`config.mk`:
```
export PLATFORM = sky130hd
export DESIGN_NAME = pwm_single_wire_prog_master
export DESIGN_NICKNAME = d
export VERILOG_FILES = /design/src/sv/swpm_pkg.sv /design/src/sv/swpm_front.sv /design/src/sv/swpm_queue.sv /design/src/sv/swpm_seq.sv /design/src/sv/pwm_single_wire_prog_master.sv
export SDC_FILE = /design/constraint.sdc
export NUM_CORES = 1
export LEC_CHECK = 0
export ABC_AREA = 1
export ABC_CLOCK_PERIOD_IN_PS = 4250
export BUFFER_PORTS_ARGS = -buffer_cell sky130_fd_sc_hd__buf_4
export CORE_UTILIZATION = 50
export CTS_BUF_LIST = sky130_fd_sc_hd__clkbuf_4
export CTS_CLUSTER_SIZE = 8
export DETAILED_ROUTE_END_ITERATION = 8
export GPL_TIMING_DRIVEN = 0
export MAX_ROUTING_LAYER = met4
export PLACE_DENSITY = 0.68
export SLEW_MARGIN = 10
export SYNTH_ARGS = -nofsm -noshare
export SYNTH_HDL_FRONTEND = slang
export SYNTH_SLANG_ARGS = --single-unit
```
`constraint.sdc`:
```
create_clock -name clk -period 4.25 [get_ports clk]
set_input_delay 0.2125 -clock clk [delete_from_list [all_inputs] [get_ports clk]]
set_output_delay 0.2125 -clock clk [all_outputs]
set_load 0.01 [all_outputs]
```
`src/sv/swpm_pkg.sv`:
```
// Shared types and constants of the single-wire programming master.
package swpm_pkg;

	// Transaction request carried by one tick
	typedef enum logic [1:0] {
		OP_TICK  = 2'd0,
		OP_WRITE = 2'd1,
		OP_READ  = 2'd2
	} op_t;

	// Function codes on the input channel
	localparam logic [1:0] FUNC_WRITE = 2'd1;
	localparam logic [1:0] FUNC_READ  = 2'd2;

	// Register indexes on the configuration port
	localparam logic REG_QUARTER_TICKS = 1'b0;
	localparam logic REG_WAIT_LIMIT    = 1'b1;

	localparam logic [7:0] QUARTER_TICKS_RST = 8'd4;
	localparam logic [7:0] WAIT_LIMIT_RST    = 8'd16;

	// Segment lengths and high times, in quarters
	localparam logic [2:0] CELL_QUARTERS  = 3'd4;
	localparam logic [2:0] HAND_QUARTERS  = 3'd3;
	localparam logic [2:0] TAKE_QUARTERS  = 3'd3;
	localparam logic [2:0] DELAY_QUARTERS = 3'd2;
	localparam logic [2:0] ZERO_HIGH      = 3'd1;
	localparam logic [2:0] ONE_HIGH       = 3'd3;
	localparam logic [2:0] HAND_HIGH      = 3'd1;

	// Configuration seen by the sequencer
	typedef struct packed {
		logic [7:0] quarter_ticks;
		logic [7:0] wait_limit;
	} cfg_t;

	// Result of advancing the quarter timer by one tick
	typedef struct packed {
		logic [7:0] tc;
		logic [2:0] qc;
		logic       ended;
	} adv_t;

	// Result of one poll of the wire level
	typedef struct packed {
		logic [7:0] wc;
		logic       hit;
		logic       expired;
	} poll_t;

endpackage

```
`src/sv/swpm_front.sv`:
```
// Front end: accepts ticks, classifies the function code and packs queue entries.
module swpm_front import swpm_pkg::*; #(
	parameter int DATA_BITS = 16,
	parameter int CMD_BITS  = 8,
	parameter int ENT_W     = 2 + CMD_BITS + DATA_BITS + 1
) (
	input  logic                 in_valid,
	output logic                 in_stall,
	input  logic [1:0]           func,
	input  logic [CMD_BITS-1:0]  command,
	input  logic [DATA_BITS-1:0] write_data,
	input  logic                 line_in,
	input  logic                 q_full,
	output logic                 q_push,
	output logic [ENT_W-1:0]     q_entry
);

	typedef struct packed {
		op_t                  op;
		logic [CMD_BITS-1:0]  cmd;
		logic [DATA_BITS-1:0] data;
		logic                 line;
	} entry_t;

	entry_t ent;

	// Map function codes; any code other than write or read is a plain tick
	always_comb begin
		ent.cmd  = command;
		ent.data = write_data;
		ent.line = line_in;
		unique case (func)
			FUNC_WRITE: ent.op = OP_WRITE;
			FUNC_READ:  ent.op = OP_READ;
			default:    ent.op = OP_TICK;
		endcase
	end

	// Hold the channel while the queue is full
	assign in_stall = q_full;
	assign q_push   = in_valid && !q_full;
	assign q_entry  = ent;

endmodule

```
`src/sv/swpm_queue.sv`:
```
// Two-entry queue between the front end and the wire sequencer.
module swpm_queue #(
	parameter int WIDTH = 27
) (
	input  logic             clk,
	input  logic             arst_n,
	input  logic             push,
	input  logic [WIDTH-1:0] push_data,
	output logic             full,
	input  logic             pop,
	output logic             pop_valid,
	output logic [WIDTH-1:0] pop_data
);

	logic [WIDTH-1:0] mem_q [2];
	logic             wr_ptr_q;
	logic             rd_ptr_q;
	logic [1:0]       count_q;

	assign full      = (count_q == 2'd2);
	assign pop_valid = (count_q != 2'd0);
	assign pop_data  = mem_q[rd_ptr_q];

	// Store incoming entries
	always_ff @(posedge clk) begin
		if (push) begin
			mem_q[wr_ptr_q] <= push_data;
		end
	end

	// Advance pointers and fill count
	always_ff @(posedge clk or negedge arst_n) begin
		if (!arst_n) begin
			wr_ptr_q <= 1'b0;
			rd_ptr_q <= 1'b0;
			count_q  <= 2'd0;
		end else begin
			if (push) begin
				wr_ptr_q <= !wr_ptr_q;
			end
			if (pop) begin
				rd_ptr_q <= !rd_ptr_q;
			end
			if (push && !pop) begin
				count_q <= count_q + 2'd1;
			end else if (pop && !push) begin
				count_q <= count_q - 2'd1;
			end
		end
	end

endmodule

```
`src/sv/swpm_seq.sv`:
```
// Back end: wire sequencer, one tick per queue entry, with registered results.
module swpm_seq import swpm_pkg::*; #(
	parameter int DATA_BITS = 16,
	parameter int CMD_BITS  = 8,
	parameter int ENT_W     = 2 + CMD_BITS + DATA_BITS + 1
) (
	input  logic                 clk,
	input  logic                 arst_n,
	input  cfg_t                 cfg,
	input  logic                 q_valid,
	input  logic [ENT_W-1:0]     q_entry,
	output logic                 q_pop,
	output logic                 out_valid,
	input  logic                 out_stall,
	output logic                 line_drive,
	output logic                 line_enable,
	output logic                 busy_res,
	output logic                 done_res,
	output logic [DATA_BITS-1:0] read_data,
	output logic                 wait_timeout
);

	localparam int TOTAL_BITS = CMD_BITS + DATA_BITS;
	localparam int BC_W       = $clog2(TOTAL_BITS + 1);
	localparam logic [BC_W-1:0] CMD_LIM   = BC_W'(CMD_BITS);
	localparam logic [BC_W-1:0] TOTAL_LIM = BC_W'(TOTAL_BITS);
	localparam logic [BC_W-1:0] DATA_LIM  = BC_W'(DATA_BITS);

	typedef enum logic [3:0] {
		PH_IDLE  = 4'd0,
		PH_START = 4'd1,
		PH_SEND  = 4'd2,
		PH_STOP  = 4'd3,
		PH_HAND  = 4'd4,
		PH_WAITH = 4'd5,
		PH_DELAY = 4'd6,
		PH_WAITL = 4'd7,
		PH_TAKE  = 4'd8
	} phase_t;

	typedef struct packed {
		op_t                  op;
		logic [CMD_BITS-1:0]  cmd;
		logic [DATA_BITS-1:0] data;
		logic                 line;
	} entry_t;

	// Step the quarter timer through a segment of n quarters
	function automatic adv_t advance(input logic [7:0] tc_i, input logic [2:0] qc_i,
	                                 input logic [2:0] n, input logic [7:0] qt);
		adv_t       r;
		logic [8:0] nxt;
		nxt     = {1'b0, tc_i} + 9'd1;
		r.tc    = nxt[7:0];
		r.qc    = qc_i;
		r.ended = 1'b0;
		if (nxt >= {1'b0, qt}) begin
			r.tc = 8'd0;
			if (qc_i + 3'd1 >= n) begin
				r.qc    = 3'd0;
				r.ended = 1'b1;
			end else begin
				r.qc = qc_i + 3'd1;
			end
		end
		return r;
	endfunction

	// Count one poll of an awaited level
	function automatic poll_t poll(input logic seen, input logic want,
	                               input logic [7:0] wc_i, input logic [7:0] lim);
		poll_t r;
		r.wc      = wc_i;
		r.hit     = 1'b0;
		r.expired = 1'b0;
		if (seen == want) begin
			r.hit = 1'b1;
		end else begin
			r.wc = wc_i + 8'd1;
			if (r.wc >= lim) begin
				r.hit     = 1'b1;
				r.expired = 1'b1;
			end
		end
		return r;
	endfunction

	phase_t                phase_q;
	logic [7:0]            tick_count_q;
	logic [2:0]            quarter_count_q;
	logic [BC_W-1:0]       bit_count_q;
	logic [TOTAL_BITS-1:0] send_shift_q;
	logic [DATA_BITS-1:0]  receive_shift_q;
	logic                  read_mode_q;
	logic                  timeout_flag_q;
	logic [7:0]            wait_count_q;

	logic out_valid_q;
	logic drive_q, enable_q, busy_q, done_q;

	phase_t                ph;
	logic [7:0]            tc;
	logic [2:0]            qc;
	logic [BC_W-1:0]       bc;
	logic [TOTAL_BITS-1:0] ss;
	logic [DATA_BITS-1:0]  rs;
	logic                  rm;
	logic                  tf;
	logic [7:0]            wc;
	logic                  drive, enable, busy, done;
	logic [7:0]            qt, lim;
	logic [2:0]            high;
	logic [BC_W-1:0]       limit;
	adv_t                  a;
	poll_t                 p;
	entry_t                ent;

	assign ent   = q_entry;
	assign qt    = (cfg.quarter_ticks == 8'd0) ? 8'd1 : cfg.quarter_ticks;
	assign lim   = (cfg.wait_limit == 8'd0) ? 8'd1 : cfg.wait_limit;
	assign q_pop = q_valid && (!out_valid_q || !out_stall);

	// Next state and wire levels for the tick at the head of the queue
	always_comb begin
		ph     = phase_q;
		tc     = tick_count_q;
		qc     = quarter_count_q;
		bc     = bit_count_q;
		ss     = send_shift_q;
		rs     = receive_shift_q;
		rm     = read_mode_q;
		tf     = timeout_flag_q;
		wc     = wait_count_q;
		drive  = 1'b1;
		enable = 1'b1;
		done   = 1'b0;
		high   = ZERO_HIGH;
		limit  = TOTAL_LIM;
		a      = '0;
		p      = '0;

		// Start a transaction only from idle
		if (ph == PH_IDLE && ent.op != OP_TICK) begin
			tc = 8'd0;
			qc = 3'd0;
			bc = '0;
			wc = 8'd0;
			if (ent.op == OP_WRITE) begin
				rm = 1'b0;
				ss = {ent.cmd, ent.data};
			end else begin
				rm = 1'b1;
				ss = {ent.cmd | CMD_BITS'(1), DATA_BITS'(0)};
				rs = '0;
				tf = 1'b0;
			end
			ph = PH_START;
		end
		busy = (ph != PH_IDLE);

		unique case (ph)
			PH_IDLE: begin
			end
			PH_START: begin
				drive = 1'b0;
				a = advance(tc, qc, CELL_QUARTERS, qt);
				tc = a.tc;
				qc = a.qc;
				if (a.ended) begin
					ph = PH_SEND;
				end
			end
			PH_SEND: begin
				high  = ss[TOTAL_BITS-1] ? ONE_HIGH : ZERO_HIGH;
				limit = rm ? CMD_LIM : TOTAL_LIM;
				drive = (qc < high);
				a = advance(tc, qc, CELL_QUARTERS, qt);
				tc = a.tc;
				qc = a.qc;
				if (a.ended) begin
					ss = {ss[TOTAL_BITS-2:0], 1'b0};
					bc = bc + BC_W'(1);
					if (bc >= limit) begin
						bc = '0;
						ph = rm ? PH_HAND : PH_STOP;
					end
				end
			end
			PH_HAND: begin
				drive = (qc < HAND_HIGH);
				a = advance(tc, qc, HAND_QUARTERS, qt);
				tc = a.tc;
				qc = a.qc;
				if (a.ended) begin
					wc = 8'd0;
					ph = (bc >= DATA_LIM) ? PH_TAKE : PH_WAITH;
				end
			end
			PH_WAITH: begin
				drive  = 1'b0;
				enable = 1'b0;
				p  = poll(ent.line, 1'b1, wc, lim);
				wc = p.wc;
				if (p.expired) begin
					tf = 1'b1;
				end
				if (p.hit) begin
					tc = 8'd0;
					qc = 3'd0;
					ph = PH_DELAY;
				end
			end
			PH_DELAY: begin
				drive  = 1'b0;
				enable = 1'b0;
				a = advance(tc, qc, DELAY_QUARTERS, qt);
				tc = a.tc;
				qc = a.qc;
				if (a.ended) begin
					rs = {rs[DATA_BITS-2:0], ent.line};
					bc = bc + BC_W'(1);
					wc = 8'd0;
					if (ent.line) begin
						ph = PH_WAITL;
					end else begin
						tc = 8'd0;
						qc = 3'd0;
						ph = (bc >= DATA_LIM) ? PH_TAKE : PH_WAITH;
					end
				end
			end
			PH_WAITL: begin
				drive  = 1'b0;
				enable = 1'b0;
				p  = poll(ent.line, 1'b0, wc, lim);
				wc = p.wc;
				if (p.expired) begin
					tf = 1'b1;
				end
				if (p.hit) begin
					wc = 8'd0;
					tc = 8'd0;
					qc = 3'd0;
					ph = (bc >= DATA_LIM) ? PH_TAKE : PH_WAITH;
				end
			end
			PH_TAKE: begin
				drive = 1'b0;
				a = advance(tc, qc, TAKE_QUARTERS, qt);
				tc = a.tc;
				qc = a.qc;
				if (a.ended) begin
					ph = PH_STOP;
				end
			end
			PH_STOP: begin
				a = advance(tc, qc, CELL_QUARTERS, qt);
				tc = a.tc;
				qc = a.qc;
				if (a.ended) begin
					ph   = PH_IDLE;
					done = 1'b1;
				end
			end
			default: begin
				ph = PH_IDLE;
			end
		endcase
	end

	// Hold sequencer state and the result register; advance on each transfer
	always_ff @(posedge clk or negedge arst_n) begin
		if (!arst_n) begin
			phase_q         <= PH_IDLE;
			tick_count_q    <= 8'd0;
			quarter_count_q <= 3'd0;
			bit_count_q     <= '0;
			send_shift_q    <= '0;
			receive_shift_q <= '0;
			read_mode_q     <= 1'b0;
			timeout_flag_q  <= 1'b0;
			wait_count_q    <= 8'd0;
			out_valid_q     <= 1'b0;
			drive_q         <= 1'b1;
			enable_q        <= 1'b1;
			busy_q          <= 1'b0;
			done_q          <= 1'b0;
		end else begin
			if (q_pop) begin
				phase_q         <= ph;
				tick_count_q    <= tc;
				quarter_count_q <= qc;
				bit_count_q     <= bc;
				send_shift_q    <= ss;
				receive_shift_q <= rs;
				read_mode_q     <= rm;
				timeout_flag_q  <= tf;
				wait_count_q    <= wc;
				drive_q         <= drive && enable;
				enable_q        <= enable;
				busy_q          <= busy;
				done_q          <= done;
				out_valid_q     <= 1'b1;
			end else if (!out_stall) begin
				out_valid_q <= 1'b0;
			end
		end
	end

	assign out_valid    = out_valid_q;
	assign line_drive   = drive_q;
	assign line_enable  = enable_q;
	assign busy_res     = busy_q;
	assign done_res     = done_q;
	assign read_data    = receive_shift_q;
	assign wait_timeout = timeout_flag_q;

endmodule

```
`src/sv/pwm_single_wire_prog_master.sv`:
```
// Top level: pulse-width-coded single-wire programming master with APB registers.
// A tick passes through the two-entry queue and then the result register.
// Throughput: one tick per cycle while neither side stalls.
// The two-entry queue and the result register let either side stall alone.
// Reset (arst_n low) returns registers to 4 and 16 and the sequencer to idle,
// with the wire driven high; no clearing pass is needed.
module pwm_single_wire_prog_master import swpm_pkg::*; #(
	parameter int DATA_BITS = 16,
	parameter int CMD_BITS  = 8
) (
	input  logic                 clk,
	input  logic                 arst_n,
	input  logic                 psel,
	input  logic                 penable,
	input  logic                 pwrite,
	input  logic [2:0]           paddr,
	input  logic [31:0]          pwdata,
	output logic [31:0]          prdata,
	output logic                 pready,
	input  logic                 in_valid,
	output logic                 in_stall,
	input  logic [1:0]           func,
	input  logic [CMD_BITS-1:0]  command,
	input  logic [DATA_BITS-1:0] write_data,
	input  logic                 line_in,
	output logic                 out_valid,
	input  logic                 out_stall,
	output logic                 line_drive,
	output logic                 line_enable,
	output logic                 busy_res,
	output logic                 done_res,
	output logic [DATA_BITS-1:0] read_data,
	output logic                 wait_timeout
);

	localparam int ENT_W = 2 + CMD_BITS + DATA_BITS + 1;

	cfg_t             cfg_q;
	logic             q_full;
	logic             q_push;
	logic             q_pop;
	logic             q_valid;
	logic [ENT_W-1:0] push_entry;
	logic [ENT_W-1:0] pop_entry;

	// Write configuration registers on the APB access cycle
	always_ff @(posedge clk or negedge arst_n) begin
		if (!arst_n) begin
			cfg_q.quarter_ticks <= QUARTER_TICKS_RST;
			cfg_q.wait_limit    <= WAIT_LIMIT_RST;
		end else if (psel && penable && pwrite && pready) begin
			unique case (paddr[2])
				REG_QUARTER_TICKS: cfg_q.quarter_ticks <= pwdata[7:0];
				REG_WAIT_LIMIT:    cfg_q.wait_limit    <= pwdata[7:0];
				default:           cfg_q.wait_limit    <= pwdata[7:0];
			endcase
		end
	end

	// Return register contents on reads
	always_comb begin
		unique case (paddr[2])
			REG_QUARTER_TICKS: prdata = {24'd0, cfg_q.quarter_ticks};
			REG_WAIT_LIMIT:    prdata = {24'd0, cfg_q.wait_limit};
			default:           prdata = 32'd0;
		endcase
	end

	assign pready = 1'b1;

	swpm_front #(
		.DATA_BITS (DATA_BITS),
		.CMD_BITS  (CMD_BITS),
		.ENT_W     (ENT_W)
	) u_front (
		.in_valid   (in_valid),
		.in_stall   (in_stall),
		.func       (func),
		.command    (command),
		.write_data (write_data),
		.line_in    (line_in),
		.q_full     (q_full),
		.q_push     (q_push),
		.q_entry    (push_entry)
	);

	swpm_queue #(
		.WIDTH (ENT_W)
	) u_queue (
		.clk       (clk),
		.arst_n    (arst_n),
		.push      (q_push),
		.push_data (push_entry),
		.full      (q_full),
		.pop       (q_pop),
		.pop_valid (q_valid),
		.pop_data  (pop_entry)
	);

	swpm_seq #(
		.DATA_BITS (DATA_BITS),
		.CMD_BITS  (CMD_BITS),
		.ENT_W     (ENT_W)
	) u_seq (
		.clk          (clk),
		.arst_n       (arst_n),
		.cfg          (cfg_q),
		.q_valid      (q_valid),
		.q_entry      (pop_entry),
		.q_pop        (q_pop),
		.out_valid    (out_valid),
		.out_stall    (out_stall),
		.line_drive   (line_drive),
		.line_enable  (line_enable),
		.busy_res     (busy_res),
		.done_res     (done_res),
		.read_data    (read_data),
		.wait_timeout (wait_timeout)
	);

	// A finishing tick is always part of a transaction
	a_done_busy: assert property (@(posedge clk) disable iff (!arst_n)
		out_valid && done_res |-> busy_res)
		else $error("done without busy");

	// A released wire is never driven high and occurs only within a transaction
	a_release_low: assert property (@(posedge clk) disable iff (!arst_n)
		out_valid && !line_enable |-> !line_drive && busy_res)
		else $error("released wire driven or idle");

	// An idle tick drives the wire high and never finishes a transaction
	a_idle_high: assert property (@(posedge clk) disable iff (!arst_n)
		out_valid && !busy_res |-> line_enable && line_drive && !done_res)
		else $error("idle line not high");

	// The queue never takes a transfer while it is full, and the input channel is then stalled
	a_no_push_full: assert property (@(posedge clk) disable iff (!arst_n)
		q_full |-> !q_push && in_stall)
		else $error("push into full queue");

endmodule
```
Word level (Yosys, flattened, before mapping) --
Memory sizes are Yosys's and may differ from the RTL's. Cells that the tools add are included.
Word-level totals: register bits 95, memories 1, bits in writable memories 54
Memory list:
- u_queue.mem_q | words 2, width 27, read ports 1, clocked after Yosys merged registers in 0, wr ports 1, RTL line swpm_queue.sv:15 | logic [WIDTH-1:0] mem_q [2];
Cells by class: $lt $le $gt $ge 10, multiplexer cells 94, reduce and logical (&&, ||, !) cells 28, add/subtract/negate cells 6, equality and inequality tests 13, bitwise logic cells 1
Operator list (number):
- $mux W12 | 9
- $mux W8 | 13
- $mux W24 | 3
- $mux W16 | 4
- $pmux W32 S2 | 1
- $pmux W8 S8 | 1
- $mux W4 | 13
- $pmux W4 S9 | 1
- $pmux W8 S4 | 1
- $mux W3 | 9
- $mux W5 | 5
- $mux W1 | 24
- $pmux W3 S8 | 1
- $mux W17 | 1
- $eq A4 B3 Y1 const B | 4
- $logic_not A8 Y1 | 2
- $ge A5 B5 Y1 const B | 2
- $pmux W5 S2 | 1
- $add A8 B1 Y9 const B | 1
- $ge A9 B8 Y1 | 1
- $add A8 B1 Y8 const B | 1
- $eq A4 B2 Y1 const B | 2
- $ge A8 B8 Y1 | 1
- $logic_and A1 B1 Y1 | 8
- other kinds (27) | 43

Depth between registers and ports, before layout --
An unclocked memory read counts as a cell.
depth after elaboration 12, gate-level depth with buffers 32, depth with buffers taken out 28

Cells and area by module --
From an unflattened synthesis, not the netlist that was laid out.
Second synthesis, totals: cells, all modules 1097, area total of the unflattened synthesis 9086.2 sq um
Modules (own cells, without submodules):
- swpm_seq | sequential area each 1879.3 sq um, times used 1, cells each 831, area each 5661.7 sq um
- swpm_queue | sequential area each 1721.7 sq um, times used 1, cells each 109, area each 2254.7 sq um
- pwm_single_wire_prog_master | sequential area each 402.9 sq um, times used 1, cells each 125, area each 952.2 sq um
- swpm_front | sequential area each 0.0 sq um, times used 1, cells each 32, area each 217.7 sq um

Worst setup path before layout --
No wires, ideal clock.
path type register to register, start point reg u_queue.rd_ptr_q, end point reg u_seq.quarter_count_q[1], clock period less this slack 3690 ps, cell stages (with the launch flop) 33, setup slack 560 ps, setup time 120 ps, required time 4130 ps, arrival 3571 ps, buffers on the path 5, cell sequence dfrtp_1 -> buf_6 -> inv_6 -> nand2_1 -> nand2_2 -> nand2_2 -> nand2_2 -> buf_6 -> inv_2 -> buf_4 -> buf_2 -> buf_2 -> nor2_1 -> ha_1 -> nand3_1 -> nor2_1 -> nand2_1 -> nand2_1 -> nand2_1 -> ha_1 -> nand2_1 -> nor2_1 -> nand4_1 -> nand3_1 -> inv_1 -> nand2_1 -> nand3_2 -> inv_2 -> nand2_1 -> nand2_1 -> nand3_1 -> o21ai_0 -> inv_1
On the way: cells in the longest elaborated chain, start to end 12
Ends and longest elaborated chain:
- start: declaration | RTL line swpm_queue.sv:17 | logic rd_ptr_q;
- start signal: assignment | RTL line swpm_queue.sv:42 | rd_ptr_q <= !rd_ptr_q;
- $mem_v2 Z2 W27 (*)
- branches (longest 10 deep; another with $add A8 B1 Y9)
- $pmux W3 S8 (*) | RTL line swpm_seq.sv:161 | unique case (ph)
- end signal: assignment | RTL line swpm_seq.sv:292 | quarter_count_q <= qc;
- end: declaration | RTL line swpm_seq.sv:90 | logic [2:0] quarter_count_q;
Every way passes the cells marked *. The select of a mux whose other input is x is not followed. A chain may end at the register's enable or synchronous reset.

Worst setup path after layout --
start point reg u_seq.phase_q[2], end point reg u_seq.wait_count_q[3]
On the way: cells in the longest elaborated chain, start to end 10
Ends and longest elaborated chain:
- start: declaration | RTL line swpm_seq.sv:88 | phase_t phase_q;
- start signal: assignment | RTL line swpm_seq.sv:290 | phase_q <= ph;
- $logic_not A4 Y1 | RTL line swpm_seq.sv:143 | if (ph == PH_IDLE && ent.op != OP_TICK) begin
- $logic_and A1 B1 Y1 | RTL line swpm_seq.sv:143
- $mux W8 / $mux W3 (equally long branches) | RTL line swpm_seq.sv:143
- $add A8 B1 Y8 / $add A3 B1 Y3 (equally long branches) | RTL line swpm_seq.sv:79, swpm_seq.sv:59
- $ge A8 B8 Y1 / $ge A3 B2 Y1 (equally long branches) | RTL line swpm_seq.sv:80, swpm_seq.sv:59
- $mux W2 / $mux W1 (equally long branches) | RTL line swpm_seq.sv:80, swpm_seq.sv:59
- $mux W1 / $mux W12 (equally long branches)
- $mux W1 / $mux W12 (equally long branches) | RTL line swpm_seq.sv:161
- $mux W8 (on tied branches) | RTL line swpm_seq.sv:240, swpm_seq.sv:194, swpm_seq.sv:219
- $pmux W8 S4 (*) | RTL line swpm_seq.sv:161
- end signal: assignment | RTL line swpm_seq.sv:298 | wait_count_q <= wc;
- end: declaration | RTL line swpm_seq.sv:96 | logic [7:0] wait_count_q;
Mark *: on every way between the ends. The rest lies on a longest branch, timed or not. The select of a mux whose other input is x is not followed.

==> impl_metrics.ini <==
[outcome]
outcome = completed

[route]
first_pass_iters = 5
drt_iter0_markers = 595
ant_nets = 0
via_per_inst = 5.18
routedWlPerCell_um = 14.9
wl_um = 21800
via_count = 7587
drc = 0

[pwr]
ir_worst_vdd_v = 0.000583
intPower_w = 0.00360
total_power_w = 0.00691
p_leak_nw = 5.14
power_density_mw_per_mm2 = 668
p_sw_w = 0.00331
comb_power_share_pct = 55.6
netSwitchingFraction_pct = 47.9
p_clk_share_pct = 13.4
p_seq_share_pct = 31.0

[worst_setup_path]
cp_slowest_stage_delay_ns = 0.48
critical_path_required_ns = 4.70
rrSetupSlack_ns = 0.26
r2r_cells = 26
crit_path_end_kind = register
r2r_start = u_seq.phase_q[2]$_DFFE_PN0P_
cp_num_buf_inv = 4
worstPathMaxFanout = 11
critical_path_class = reg -> reg
critPathTopFamily = simple AND/OR/NAND/NOR gates
worstSetupStartpointType = register
crit_slowest_cell = dfrtp_1
r2r_end = u_seq.wait_count_q[3]$_DFFE_PN0P_
crit_top_cell = nand2_1
cp.arrival_ns = 4.44

[run]
maxCapViolCount = 0

[place]
dp_cells = 1384
dp.final_hpwl_um = 14900
gp_congestion = 0.917
place_ws_ns = -0.513
port_buffers = 72

[synthesis]
synth_cell_types = 50
synth_ff_type = dfrtp_1
synth_seq_area_share_pct = 47.0
synth_area_mm2 = 0.00853
ys_async_sr_fraction_pct = 63.8
synth.avg_cell_area_um2 = 7.98
yosysWarnings = 0
syn_inst = 1069
ys_seq_elements = 149
synth-edff-count = 54

[floorplanning]
rows = 47
die_x_um = 133
die_h_um = 133
start_util_pct = 51.2
io_pins = 125
die_area_mm2 = 0.0176
core_mm2 = 0.0166

[sta]
hold_violations = 0
finalSetupTns_ns = 0
period_minus_slack_ns = 3.99
layout_setup_ws_ns = 0.255
slew_headroom_pct = 44.2
drv_slew = 0
skew_ns = 0.0171
holdWs_ns = 0.0535
setup_viol_count_final = 0
rsz0062_at_grt = no
tightestPinTransition_ns = 0.835
fmax_mhz = 250
timing.final.crit_share_pct = 94.0

[clock_network]
clock_sinks = 149
clkTransAtPathRegs_ns = 0.14
numCtsBuffers = 17
clkLatencyLatePin_ns = 0.56
cts.root.buffer_cell = clkbuf_4
clockBufferDepth = 2
cts.htree.levels = 4
cts_tree = built

[global_routing]
grt_pass1_vias = 7075
grt_usage_pct = 26.4
grt_pass1_wl_um = 35400
grt_antenna_before_repair = 1
grt-ovfl-total = 0
grt_max_degree = 96

[worst_hold_path]
hp-class = in -> async

[cells_and_area]
nets = 1323
fin_cells = 1464
drive_above_1_share_pct = 16.8
area_delta_synth_final_pct = 21.3
state kept, by name, summed over array words and instances, names as in the netlist, 3 cells and up:
| register | cells |
|---|---|
| u_queue.mem_q | 54 |
| u_seq.read_data | 16 |
| u_seq.bit_count_q | 5 |
| u_seq.tick_count_q | 8 |
| u_seq.wait_count_q | 8 |
| u_seq.phase_q | 4 |
| u_seq.quarter_count_q | 3 |
| u_seq.send_shift_q | 24 |
| cfg_q | 16 |
cell usage after synthesis, types with 10 or more instances:
master / count / area (um^2)
ha_1: 24 / 300
nor2_1: 107 / 402
o22ai_1: 25 / 156
inv_1: 129 / 484
dfrtp_1: 91 / 2280
o21ai_0: 100 / 500
buf_4: 27 / 203
o21ai_1: 12 / 60.1
clkbuf_1: 26 / 97.6
edfxtp_1: 54 / 1620
mux2i_1: 10 / 100
a21oi_1: 40 / 200
nand3_1: 58 / 290
nand2_1: 260 / 976
power groups by stage:
| stage | clock, W | combinational [W] | sequential, W |
|---|---|---|---|
| finish | 0.000928 | 0.00384 | 0.00214 |
| CTS | 0.000940 | 0.00364 | 0.00213 |
| global placement | 0 | 0.00348 | 0.00215 |
| global route | 0.000999 | 0.00430 | 0.00218 |
| detailed placement | 0 | 0.00355 | 0.00216 |
| floorplan | 0 | 0.00256 | 0.00212 |
per-stage QoR:
step	utilization, %	instance area [um^2]
2_1_floorplan	-	8610
3_3_place_gp	56.6	9430
3_5_place_dp	56.7	9440
4_1_cts	61.1	10200
5_1_grt	62.2	10300
6_report	62.2	10300
kinds of logic after synthesis:
family	count (synthesis)	synth area share [%]
AO/OA/AOI/OAI	207	13.6
XOR/XNOR	11	1.22
adder cells (fa/ha/maj)	24	3.52
buffers and inverters	208	10.8
flip-flops	149	47.0
multiplexers	10	1.17
other	2	0.0881
AND/OR/NAND/NOR	458	22.6
placed cells by master, fill, tap and decap left out, types with 4 or more instances in the layout:
master         netlist  routed
xor2_1               6       5
xnor2_1              4       4
conb_1               2      25
nand2_2              6       8
clkbuf_1            26      24
buf_6                3       6
o21ai_1             12      11
nand3_1             58      56
nor2_4               1       4
a21oi_1             40      38
inv_2                9       8
edfxtp_1            54      54
nand4_1              8       8
clkbuf_4             0      22
nor2_1             107      97
o32ai_1              6       6
nor2_2               3      10
buf_4               27     105
o21ai_0            100     100
inv_1              129     128
a22o_1               7       7
mux2i_1             10      10
dlygate4sd3_1        0      38
dfrtp_1             91      91
dfstp_2              4       4
inv_6                1       4
a22oi_1              6       6
nand2_1            260     257
o22ai_1             25      25
ha_1                24      23
cell type report:
type                    instances  area [um^2]
clock buffers                  19          143
fillers                      1480         6300
multi-input cells             735         3790
clock inverters                13          148
plain buffers                  66          422
diodes                          1         2.50
well taps                     220          275
inverters                     141          539
repair buffers                120         1020
flip-flops and latches        149         4000
worst max path at each step:
stage	start	end	slack (ns)	cells after the start
after global placement	u_seq.phase_q[2]$_DFFE_PN0P_	u_seq.quarter_count_q[1]$_DFFE_PN0P_	-0.46	28
after CTS	u_seq.phase_q[2]$_DFFE_PN0P_	u_seq.quarter_count_q[1]$_DFFE_PN0P_	0.05	28
after floorplan	u_queue.rd_ptr_q$_DFFE_PN0P_	u_seq.quarter_count_q[1]$_DFFE_PN0P_	0.56	32
after detailed placement	u_seq.phase_q[2]$_DFFE_PN0P_	u_seq.quarter_count_q[1]$_DFFE_PN0P_	-0.51	28
final	u_seq.phase_q[2]$_DFFE_PN0P_	u_seq.wait_count_q[3]$_DFFE_PN0P_	0.26	26
after global routing	u_queue.rd_ptr_q$_DFFE_PN0P_	u_seq.bit_count_q[3]$_DFFE_PN0P_	0.006	31
worst register-to-register path, stage by stage, from the launching register on:
cell and delay, ns:
dfrtp_1 0.48, nor2_2 0.17, nand2_1 0.15, inv_2 0.10
nand2_2 0.07, buf_8 0.14, inv_4 0.18, buf_8 0.19
nor2_2 0.05, ha_1 0.21, nand3_1 0.14, nor2_4 0.07
xor2_2 0.15, ha_1 0.31, nand2_1 0.08, nor2_2 0.13
nand2_1 0.06, nand3_1 0.06, nand2_1 0.06, nand2_1 0.05
nand2_1 0.08, nand3_4 0.15, nand2_1 0.14, nand2_1 0.11
nand3_1 0.26, a21oi_1 0.23, a21oi_1 0.08
layer usage:
metal / vias up / GRT usage, % / share of wire [%]
li1: 3795 / - / -
met1: 3547 / 36.4 / 47
met2: 226 / 40.2 / 46
met3: 19 / 4.71 / 5.5
met4: 0 / 6.90 / 1.4
met5: - / - / 0
repair_timing:
| action | 4_1_cts | 5_1_grt |
|---|---|---|
| pin swaps | 0 | 6 |
| hold buffers | 38 | 0 |
| endpoints found under the hold margin | 162 | 0 |
| endpoints found under the setup margin | 69 | 68 |
| setup buffers | 0 | 9 |
| gates resized for setup | 15 | 27 |
Power figures use the tool's default switching activity.
